==> src/sv/sorted_key_priority_list_assert.svh <==
// ----------------------------------------------------------------------------
// Assertion macros for the sorted key priority list
// Concurrent checks clocked on clk and disabled while arst_n is low.
// ----------------------------------------------------------------------------
`ifndef SORTED_KEY_PRIORITY_LIST_ASSERT_SVH
`define SORTED_KEY_PRIORITY_LIST_ASSERT_SVH
`ifndef SYNTHESIS
// Expression must hold at every clock edge.
`define SKPL_ASSERT_ALWAYS(lbl, expr) \
	lbl: assert property (@(posedge clk) disable iff (!arst_n) (expr)) \
		else $error("skpl assertion failed");
// Consequent must hold in the cycle after the antecedent.
`define SKPL_ASSERT_NEXT(lbl, ante, cons) \
	lbl: assert property (@(posedge clk) disable iff (!arst_n) (ante) |=> (cons)) \
		else $error("skpl assertion failed");
`else
`define SKPL_ASSERT_ALWAYS(lbl, expr)
`define SKPL_ASSERT_NEXT(lbl, ante, cons)
`endif
`endif

==> src/sv/skpl_pkg.sv <==
// ----------------------------------------------------------------------------
// skpl_pkg
// Types and constants shared by the sorted key priority list modules.
// ----------------------------------------------------------------------------
`default_nettype none

package skpl_pkg;

	localparam int CAPACITY   = 16;
	localparam int ITEM_WIDTH = 32;
	localparam int CNT_W      = $clog2(CAPACITY + 1);

	typedef enum logic [2:0] {
		OP_APPEND   = 3'd0,
		OP_PREPEND  = 3'd1,
		OP_SORTED   = 3'd2,
		OP_REM_HEAD = 3'd3,
		OP_REM_KEY  = 3'd4,
		OP_LOOKUP   = 3'd5
	} op_t;

	typedef enum logic [1:0] {
		STAT_OK   = 2'd0,
		STAT_MISS = 2'd1,
		STAT_FULL = 2'd2
	} status_t;

	typedef enum logic {
		ST_IDLE   = 1'b0,
		ST_COMMIT = 1'b1
	} state_t;

	typedef struct packed {
		logic [2:0]         op;
		logic [31:0]        item_tag;
		logic signed [31:0] search_key;
	} in_word_t;

	typedef struct packed {
		logic [1:0]         status;
		logic [31:0]        item_out;
		logic signed [31:0] key_out;
		logic               head_valid;
		logic signed [31:0] head_key;
		logic [4:0]         entry_count;
	} out_word_t;

	typedef struct packed {
		logic capture;
		logic commit;
	} cmd_t;

	typedef struct packed {
		logic out_busy;
	} stat_t;

endpackage

`default_nettype wire

==> src/sv/skpl_ctrl.sv <==
// ----------------------------------------------------------------------------
// skpl_ctrl
// Two-state controller: capture a word, then commit it to the cell chain.
// ----------------------------------------------------------------------------
`default_nettype none

module skpl_ctrl (
	input  logic            clk,
	input  logic            arst_n,
	input  logic            in_valid,
	output logic            in_ready,
	input  skpl_pkg::stat_t stat,
	output skpl_pkg::cmd_t  cmd
);

	skpl_pkg::state_t state_q;
	skpl_pkg::state_t state_d;

	always_ff @(posedge clk or negedge arst_n) begin
		if (!arst_n) begin
			state_q <= skpl_pkg::ST_IDLE;
		end else begin
			state_q <= state_d;
		end
	end

	always_comb begin
		state_d = state_q;
		case (state_q)
			skpl_pkg::ST_IDLE: begin
				if (in_valid) begin
					state_d = skpl_pkg::ST_COMMIT;
				end
			end
			skpl_pkg::ST_COMMIT: begin
				if (!stat.out_busy) begin
					state_d = skpl_pkg::ST_IDLE;
				end
			end
			default: begin
				state_d = skpl_pkg::ST_IDLE;
			end
		endcase
	end

	always_comb begin
		in_ready    = 1'b0;
		cmd.capture = 1'b0;
		cmd.commit  = 1'b0;
		case (state_q)
			skpl_pkg::ST_IDLE: begin
				in_ready    = 1'b1;
				cmd.capture = in_valid;
			end
			skpl_pkg::ST_COMMIT: begin
				cmd.commit = !stat.out_busy;
			end
			default: begin
				in_ready = 1'b0;
			end
		endcase
	end

endmodule

`default_nettype wire

==> src/sv/skpl_datapath.sv <==
// ----------------------------------------------------------------------------
// skpl_datapath
// Cell chain with per-cell key compare, shift update and result register.
// ----------------------------------------------------------------------------
`default_nettype none
`include "sorted_key_priority_list_assert.svh"

module skpl_datapath (
	input  logic                 clk,
	input  logic                 arst_n,
	input  skpl_pkg::cmd_t       cmd,
	output skpl_pkg::stat_t      stat,
	input  skpl_pkg::in_word_t   in_data,
	output logic                 out_valid,
	input  logic                 out_ready,
	output skpl_pkg::out_word_t  out_data
);

	localparam int CAP = skpl_pkg::CAPACITY;
	localparam int IW  = skpl_pkg::ITEM_WIDTH;
	localparam int CW  = skpl_pkg::CNT_W;

	logic signed [31:0] cell_key_q  [CAP];
	logic [IW-1:0]      cell_item_q [CAP];
	logic [CW-1:0]      count_q;

	logic [2:0]         op_q;
	logic [IW-1:0]      item_q;
	logic signed [31:0] key_q;
	logic [CAP-1:0]     gt_q;
	logic [CAP-1:0]     eq_q;

	logic                out_valid_q;
	skpl_pkg::out_word_t out_q;

	// Compare stage: every cell checks the incoming key against its own.
	logic [CAP-1:0]     valid_c;
	logic [CAP-1:0]     gt_c;
	logic [CAP-1:0]     eq_c;
	logic [IW+31:0]     tag_ext;

	always_comb begin
		for (int i = 0; i < CAP; i++) begin
			valid_c[i] = CW'(i) < count_q;
			gt_c[i]    = valid_c[i] && (in_data.search_key < cell_key_q[i]);
			eq_c[i]    = valid_c[i] && (in_data.search_key == cell_key_q[i]);
		end
		tag_ext = {IW'(0), in_data.item_tag};
	end

	// Update stage: decide the insert or remove position and shift the chain.
	logic               full_c;
	logic               empty_c;
	logic               found_c;
	logic [CAP-1:0]     gt_pre;
	logic [CAP-1:0]     eq_pre;
	logic [CAP-1:0]     first_eq;
	logic [CAP-1:0]     ins_ge;
	logic [CAP-1:0]     ins_prev;
	logic [CAP-1:0]     rem_ge;
	logic               do_ins;
	logic               do_rem;
	logic signed [31:0] new_key;
	logic signed [31:0] sel_key;
	logic [IW-1:0]      sel_item;
	logic [1:0]         status_c;
	logic signed [31:0] up_key    [CAP];
	logic [IW-1:0]      up_item   [CAP];
	logic signed [31:0] down_key  [CAP];
	logic [IW-1:0]      down_item [CAP];
	logic signed [31:0] next_key  [CAP];
	logic [IW-1:0]      next_item [CAP];
	logic [CW-1:0]      count_n;
	logic [IW+31:0]     item_ext;
	logic [CW+4:0]      cnt_ext;

	always_comb begin
		full_c  = count_q == CW'(CAP);
		empty_c = count_q == '0;
		found_c = |eq_q;

		gt_pre[0]   = gt_q[0];
		eq_pre[0]   = eq_q[0];
		first_eq[0] = eq_q[0];
		for (int i = 1; i < CAP; i++) begin
			gt_pre[i]   = gt_pre[i-1] | gt_q[i];
			eq_pre[i]   = eq_pre[i-1] | eq_q[i];
			first_eq[i] = eq_q[i] & ~eq_pre[i-1];
		end

		sel_key  = '0;
		sel_item = '0;
		for (int i = 0; i < CAP; i++) begin
			if (first_eq[i]) begin
				sel_key  = sel_key | cell_key_q[i];
				sel_item = sel_item | cell_item_q[i];
			end
		end

		do_ins   = 1'b0;
		do_rem   = 1'b0;
		ins_ge   = '0;
		rem_ge   = '0;
		new_key  = '0;
		status_c = skpl_pkg::STAT_OK;
		case (op_q)
			skpl_pkg::OP_APPEND, skpl_pkg::OP_PREPEND, skpl_pkg::OP_SORTED: begin
				if (full_c) begin
					status_c = skpl_pkg::STAT_FULL;
				end else begin
					do_ins = 1'b1;
				end
				for (int i = 0; i < CAP; i++) begin
					if (op_q == skpl_pkg::OP_PREPEND) begin
						ins_ge[i] = 1'b1;
					end else if (op_q == skpl_pkg::OP_SORTED) begin
						ins_ge[i] = gt_pre[i] | !(CW'(i) < count_q);
					end else begin
						ins_ge[i] = !(CW'(i) < count_q);
					end
				end
				if (op_q == skpl_pkg::OP_SORTED) begin
					new_key = key_q;
				end
				sel_key  = '0;
				sel_item = '0;
			end
			skpl_pkg::OP_REM_HEAD: begin
				if (empty_c) begin
					status_c = skpl_pkg::STAT_MISS;
					sel_key  = '0;
					sel_item = '0;
				end else begin
					do_rem   = 1'b1;
					rem_ge   = '1;
					sel_key  = cell_key_q[0];
					sel_item = cell_item_q[0];
				end
			end
			skpl_pkg::OP_REM_KEY, skpl_pkg::OP_LOOKUP: begin
				if (!found_c) begin
					status_c = skpl_pkg::STAT_MISS;
				end else if (op_q == skpl_pkg::OP_REM_KEY) begin
					do_rem = 1'b1;
					rem_ge = eq_pre;
				end
			end
			default: begin
				sel_key  = '0;
				sel_item = '0;
			end
		endcase

		ins_prev[0] = 1'b0;
		up_key[0]   = new_key;
		up_item[0]  = item_q;
		for (int i = 1; i < CAP; i++) begin
			ins_prev[i] = ins_ge[i-1];
			up_key[i]   = cell_key_q[i-1];
			up_item[i]  = cell_item_q[i-1];
		end
		for (int i = 0; i < CAP - 1; i++) begin
			down_key[i]  = cell_key_q[i+1];
			down_item[i] = cell_item_q[i+1];
		end
		down_key[CAP-1]  = cell_key_q[CAP-1];
		down_item[CAP-1] = cell_item_q[CAP-1];

		for (int i = 0; i < CAP; i++) begin
			next_key[i]  = cell_key_q[i];
			next_item[i] = cell_item_q[i];
			if (do_ins && ins_ge[i]) begin
				if (ins_prev[i]) begin
					next_key[i]  = up_key[i];
					next_item[i] = up_item[i];
				end else begin
					next_key[i]  = new_key;
					next_item[i] = item_q;
				end
			end else if (do_rem && rem_ge[i]) begin
				next_key[i]  = down_key[i];
				next_item[i] = down_item[i];
			end
		end

		count_n = count_q;
		if (do_ins) begin
			count_n = count_q + CW'(1);
		end else if (do_rem) begin
			count_n = count_q - CW'(1);
		end

		item_ext = {32'(0), sel_item};
		cnt_ext  = {5'(0), count_n};
	end

	always_ff @(posedge clk) begin
		if (cmd.capture) begin
			op_q   <= in_data.op;
			item_q <= tag_ext[IW-1:0];
			key_q  <= in_data.search_key;
			gt_q   <= gt_c;
			eq_q   <= eq_c;
		end
		if (cmd.commit) begin
			for (int i = 0; i < CAP; i++) begin
				cell_key_q[i]  <= next_key[i];
				cell_item_q[i] <= next_item[i];
			end
			out_q.status      <= status_c;
			out_q.item_out    <= item_ext[31:0];
			out_q.key_out     <= sel_key;
			out_q.head_valid  <= count_n != '0;
			out_q.head_key    <= (count_n != '0) ? next_key[0] : 32'sd0;
			out_q.entry_count <= cnt_ext[4:0];
		end
	end

	always_ff @(posedge clk or negedge arst_n) begin
		if (!arst_n) begin
			count_q     <= '0;
			out_valid_q <= 1'b0;
		end else begin
			if (cmd.commit) begin
				count_q     <= count_n;
				out_valid_q <= 1'b1;
			end else if (out_ready) begin
				out_valid_q <= 1'b0;
			end
		end
	end

	assign stat.out_busy = out_valid_q && !out_ready;
	assign out_valid     = out_valid_q;
	assign out_data      = out_q;

	`SKPL_ASSERT_ALWAYS(a_count_bound, count_q <= CW'(CAP))
	`SKPL_ASSERT_NEXT(a_commit_shows, cmd.commit, out_valid_q)
	`SKPL_ASSERT_NEXT(a_count_hold, !cmd.commit, $stable(count_q))
	`SKPL_ASSERT_ALWAYS(a_no_overwrite, !(cmd.commit && stat.out_busy))

endmodule

`default_nettype wire

==> src/sv/sorted_key_priority_list.sv <==
// A result word is offered after the commit step that follows the capture of its input word.
// Each word takes a compare step, then a shift update of the cells; no new word is taken before that update.
// A waiting result does not block the compare of the next word; only the update waits.
// Reset (arst_n low) empties the list and drops any pending result word at once.
// Cell key and item storage is not reset; only the entry count marks valid cells.
// ----------------------------------------------------------------------------
// sorted_key_priority_list
// Ordered list of keyed entries with sorted insert, removal and lookup.
// ----------------------------------------------------------------------------
`default_nettype none

module sorted_key_priority_list (
	input  logic                clk,
	input  logic                arst_n,
	input  logic                in_valid,
	output logic                in_ready,
	input  skpl_pkg::in_word_t  in_data,
	output logic                out_valid,
	input  logic                out_ready,
	output skpl_pkg::out_word_t out_data
);

	// The controller paces each word through two steps. In the first, the
	// accepted word is latched together with every cell's comparison of its
	// key, so that the datapath holds one greater-than and one equal flag per
	// cell. In the second, those flags pick the position, the chain shifts up
	// for an insert or down for a removal, and the result word is loaded.

	skpl_pkg::cmd_t  cmd;
	skpl_pkg::stat_t stat;

	skpl_ctrl u_ctrl (
		.clk      (clk),
		.arst_n   (arst_n),
		.in_valid (in_valid),
		.in_ready (in_ready),
		.stat     (stat),
		.cmd      (cmd)
	);

	// The result register parts the two sides: the update step is held back
	// only while an earlier result word is still waiting to be taken.
	skpl_datapath u_datapath (
		.clk       (clk),
		.arst_n    (arst_n),
		.cmd       (cmd),
		.stat      (stat),
		.in_data   (in_data),
		.out_valid (out_valid),
		.out_ready (out_ready),
		.out_data  (out_data)
	);

endmodule

`default_nettype wire

==> config.mk <==
export PLATFORM = sky130hd
export DESIGN_NAME = sorted_key_priority_list
export DESIGN_NICKNAME = d
export VERILOG_FILES = /design/src/sv/skpl_pkg.sv /design/src/sv/skpl_ctrl.sv /design/src/sv/skpl_datapath.sv /design/src/sv/sorted_key_priority_list.sv
export VERILOG_INCLUDE_DIRS = /design/src /design/src/sv
export SDC_FILE = /design/constraint.sdc
export NUM_CORES = 2
export LEC_CHECK = 0
export ABC_AREA = 0
export BUFFER_PORTS_ARGS = -buffer_cell sky130_fd_sc_hd__buf_4
export CORE_ASPECT_RATIO = 1.25
export CORE_MARGIN = 5
export CORE_UTILIZATION = 40
export DETAILED_ROUTE_END_ITERATION = 8
export HOLD_SLACK_MARGIN = 0.1
export MAX_ROUTING_LAYER = met4
export PLACE_DENSITY = 0.62
export REMOVE_ABC_BUFFERS = 1
export SLEW_MARGIN = 30
export SYNTH_ARGS = -nofsm -noshare
export SYNTH_HDL_FRONTEND = slang
export SYNTH_SLANG_ARGS = --single-unit
==> constraint.sdc <==
create_clock -name clk -period 16.4 [get_ports clk]
set_input_delay 3.28 -clock clk [delete_from_list [all_inputs] [get_ports clk]]
set_output_delay 3.28 -clock clk [all_outputs]
set_load 0.02 [all_outputs]
==> results.cfg <==
[status]
status = finished clean

[job]
cap_violations = 0

[route]
drcViolationCount = 0
viasPerCell = 6.613
antenna_left = 0
wl_per_cell_um = 34.54
firstDrtPassIters = 7
drt_iter0_markers = 10990
finalWirelength_um = 370200
vias = 70880

[floorplan]
start_util_pct = 40.08
die_area_sq_um = 205500
coreArea_sq_um = 196100
die_h_um = 505.6
ios = 177
fp.dieW_um = 406.4
rows = 182

[cells_and_area]
final_util_pct = 44.52
syn2layout_area_growth_pct = 11.07
nFillCells = 18570
multi_input_area_sq_um = 37900
fin_cells = 10720
drive_gt1_share_pct = 8.718
num-nets-final = 8599
ff_latch_area_sq_um = 37020
fin_area_sq_um = 87280

[setup_path]
rrSetupSlack_ps = 10550
reg2reg_from = u_datapath.op_q[1]
slowest_delay_ps = 900
cpMaxStageDelayCell = o21ai_0
critPathArrivalTime_ps = 6800
critPathKind = input pin to register
path_delay_family = compound AO/OA/AOI/OAI gates
rr_worst_depth = 7
path_cells = buf_4 > ha_1 > nand4_1 > nor2_1 > o21ai_0 > o211a_1 > o21ai_0 > a211oi_1 > mux2i_1
crit_path_end_kind = register
r2r_end = u_datapath.out_data[5]
path_max_fanout = 17
cp.required_ps = 16940
path_buf_inv = 1
crit_top_cell = o21ai_0
startpoint_type = input pin

[sta]
skew_ps = 47.98
slew_headroom_pct = 22.33
fin_setup_tns_ps = 0
fmax_ghz = 0.1598
hold_viol = 0
finalCritPeriodShare_pct = 38.16
drv_slew = 0
setup_viol = 0
rsz0062_at_grt = no
finalHoldWorstSlack_ps = 549.7
setup_ws_ps = 10140
max_slew.worst_pin.slew_ps = 1165
fin_crit_ps = 6259

[synth]
synth_cell_types = 69
synth_top_family_by_area = compound AO/OA/AOI/OAI gates
yosys-mux-area-fraction_pct = 7.711
synth_compound_area_share_pct = 19.81
synth-xor-area-share_pct = 0.08916
synth_fa_ha_area_share_pct = 8.200
syn_inst = 8165
yosys.area.top_type = edfxtp_1
synth_top_area_share_pct = 46.89
ys_ff_latch = 1234
avgSynthCellArea_sq_um = 9.625
async_flop_share_pct = 0.5673
synth_area_leaders = edfxtp_1 47%, ha_1 8.2%, a21oi_1 6.3%
ys_warn_count = 0
netlist_area_sq_um = 78590
synth-edff-count = 1227
yosys_most_used_dff = edfxtp_1
ys_seq_area_share_pct = 47.11
synthSimpleGateAreaFrac_pct = 11.55

[global_route]
grt.total_usage_pct = 35.75
antenna_found_initial = 28
grt_max_degree = 132
grt_pass1_wl_um = 510600
grt_pass1_vias = 67230
overflow = 0

[clock_tree]
post_cts_buffers = 0
clkTransAtPathRegs_ps = 60
clock_path_buffers = 3
cts_root_buf = clkbuf_16
clock_latency_ps = 840
cts_resized = 0
cts_tree = built
cts_max_level = 4
cts_hold_buf = 0
cts_buffers = 140
clock-sinks = 1234

[placed_design]
io_buffers = 176
globalplace.congestion = 1.087
dpl.hpwl_um = 233300
pre_cts_slack_ps = 9523
dp.cells = 10440
post_dp_cell_area_sq_um = 82700

[hold_path]
min_from = u_datapath.out_valid
min_path_type = register to register
holdPathEnd = u_datapath.out_valid
min_path_cells = 2

[power]
powerDensity_nw_per_um2 = 179.1
total_power_mw = 15.63
vdd.ir_drop.worst_mv = 0.1446
total_leakage_power_nw = 33.52
[layer usage]
| layer | part of all wire [%] | GRT usage (%) | vias up |
|---|---|---|---|
| li1 | - | - | 29940 |
| met1 | 37 | 43.98 | 34180 |
| met2 | 44 | 53.06 | 5404 |
| met3 | 11 | 7.985 | 1358 |
| met4 | 7.9 | 22.95 | 0 |
| met5 | 0 | - | - |
[power by group]
part	switching, mW	internal (mW)
sequential	0.841	4.96
clock	1.48	1.68
combinational	4.75	1.92
[placed cells by master, fill, tap and decap left out, types with 66 or more instances in the layout]
cell       instances
mux2i_1          485
inv_1            520
a31oi_1          101
o21ai_0          606
clkbuf_16        141
nand3_1          114
edfxtp_1        1227
a211oi_1         243
nor2_1           778
buf_4            292
a221o_1           66
a21o_1            95
nand2_1          846
mux2_2           107
ha_1             515
a221oi_1         226
nor3_1            68
nand4_1           87
a22oi_1           66
a21oi_1          976
[cells in the mapped netlist, drive strengths merged, types with 4 or more instances]
cell        n
buf        70
o21bai      4
or2         5
o21ai     610
a21oi     988
nand2     854
a21o       96
dfrtp       7
xor2        5
a31oi     111
nor4       17
nor3       73
and3       12
nor3b      10
o31ai      14
o221ai      4
nand3     114
o2bb2ai    33
nor2b      68
a211o       6
nor4b       5
mux2      107
nand4      87
o21a       17
a22oi      66
o31a        5
nor2      789
and4       13
or3        12
a2111oi    13
o2111ai     4
a221o      67
edfxtp   1227
a221oi    226
mux2i     485
inv       523
and2       38
o211ai     17
a311oi      4
ha        515
a211oi    244
nand2b     22
clkbuf    546
[worst min-delay path: stages, from the launching register on]
cell and delay, ps:
dfrtp_1 350, nand2b_1 90, nand2_1 80
[kinds of logic (layout without fill, tap and decap cells)]
family          Yosys count  count (layout)
compound gates         2547            2547
simple gates           2130            2130
flops                  1234            1234
buf+inv                1139            1095
mux                     592             592
fa+ha+maj               515             515
xor+xnor                  8               8
other cells               0              21
[final cells by class]
cell class,instances,share of cell area (%)
inverters,523,2.258
diodes,21,0.06021
clock inverters,85,0.9060
flip-flops and latches,1234,42.42
repair buffers,322,3.095
clock buffers,165,4.146
well taps,2576,3.693
multi-input cells,5792,43.43
[state kept, by name, indices dropped and copies added (netlist names), 3 cells and up]
register,count
u_datapath.eq_q,16
u_datapath.cell_key_q,512
u_datapath.op_q,3
u_datapath.out_data,104
u_datapath.item_q,32
u_datapath.count_q,5
u_datapath.key_q,32
u_datapath.gt_q,16
u_datapath.cell_item_q,512
[worst max-delay path by stage]
stage,start,endpoint,depth (start not counted)
global placement,in_data[0],u_datapath.gt_q[15],10
global route,in_data[0],u_datapath.gt_q[5],10
floorplan,u_datapath.gt_q[0],u_datapath.cell_item_q[1][160],6
CTS,in_data[11],u_datapath.gt_q[15],9
detailed placement,in_data[11],u_datapath.gt_q[15],9
finish,in_data[11],u_datapath.gt_q[15],9
No activity file was read; power rests on OpenSTA's default activity.
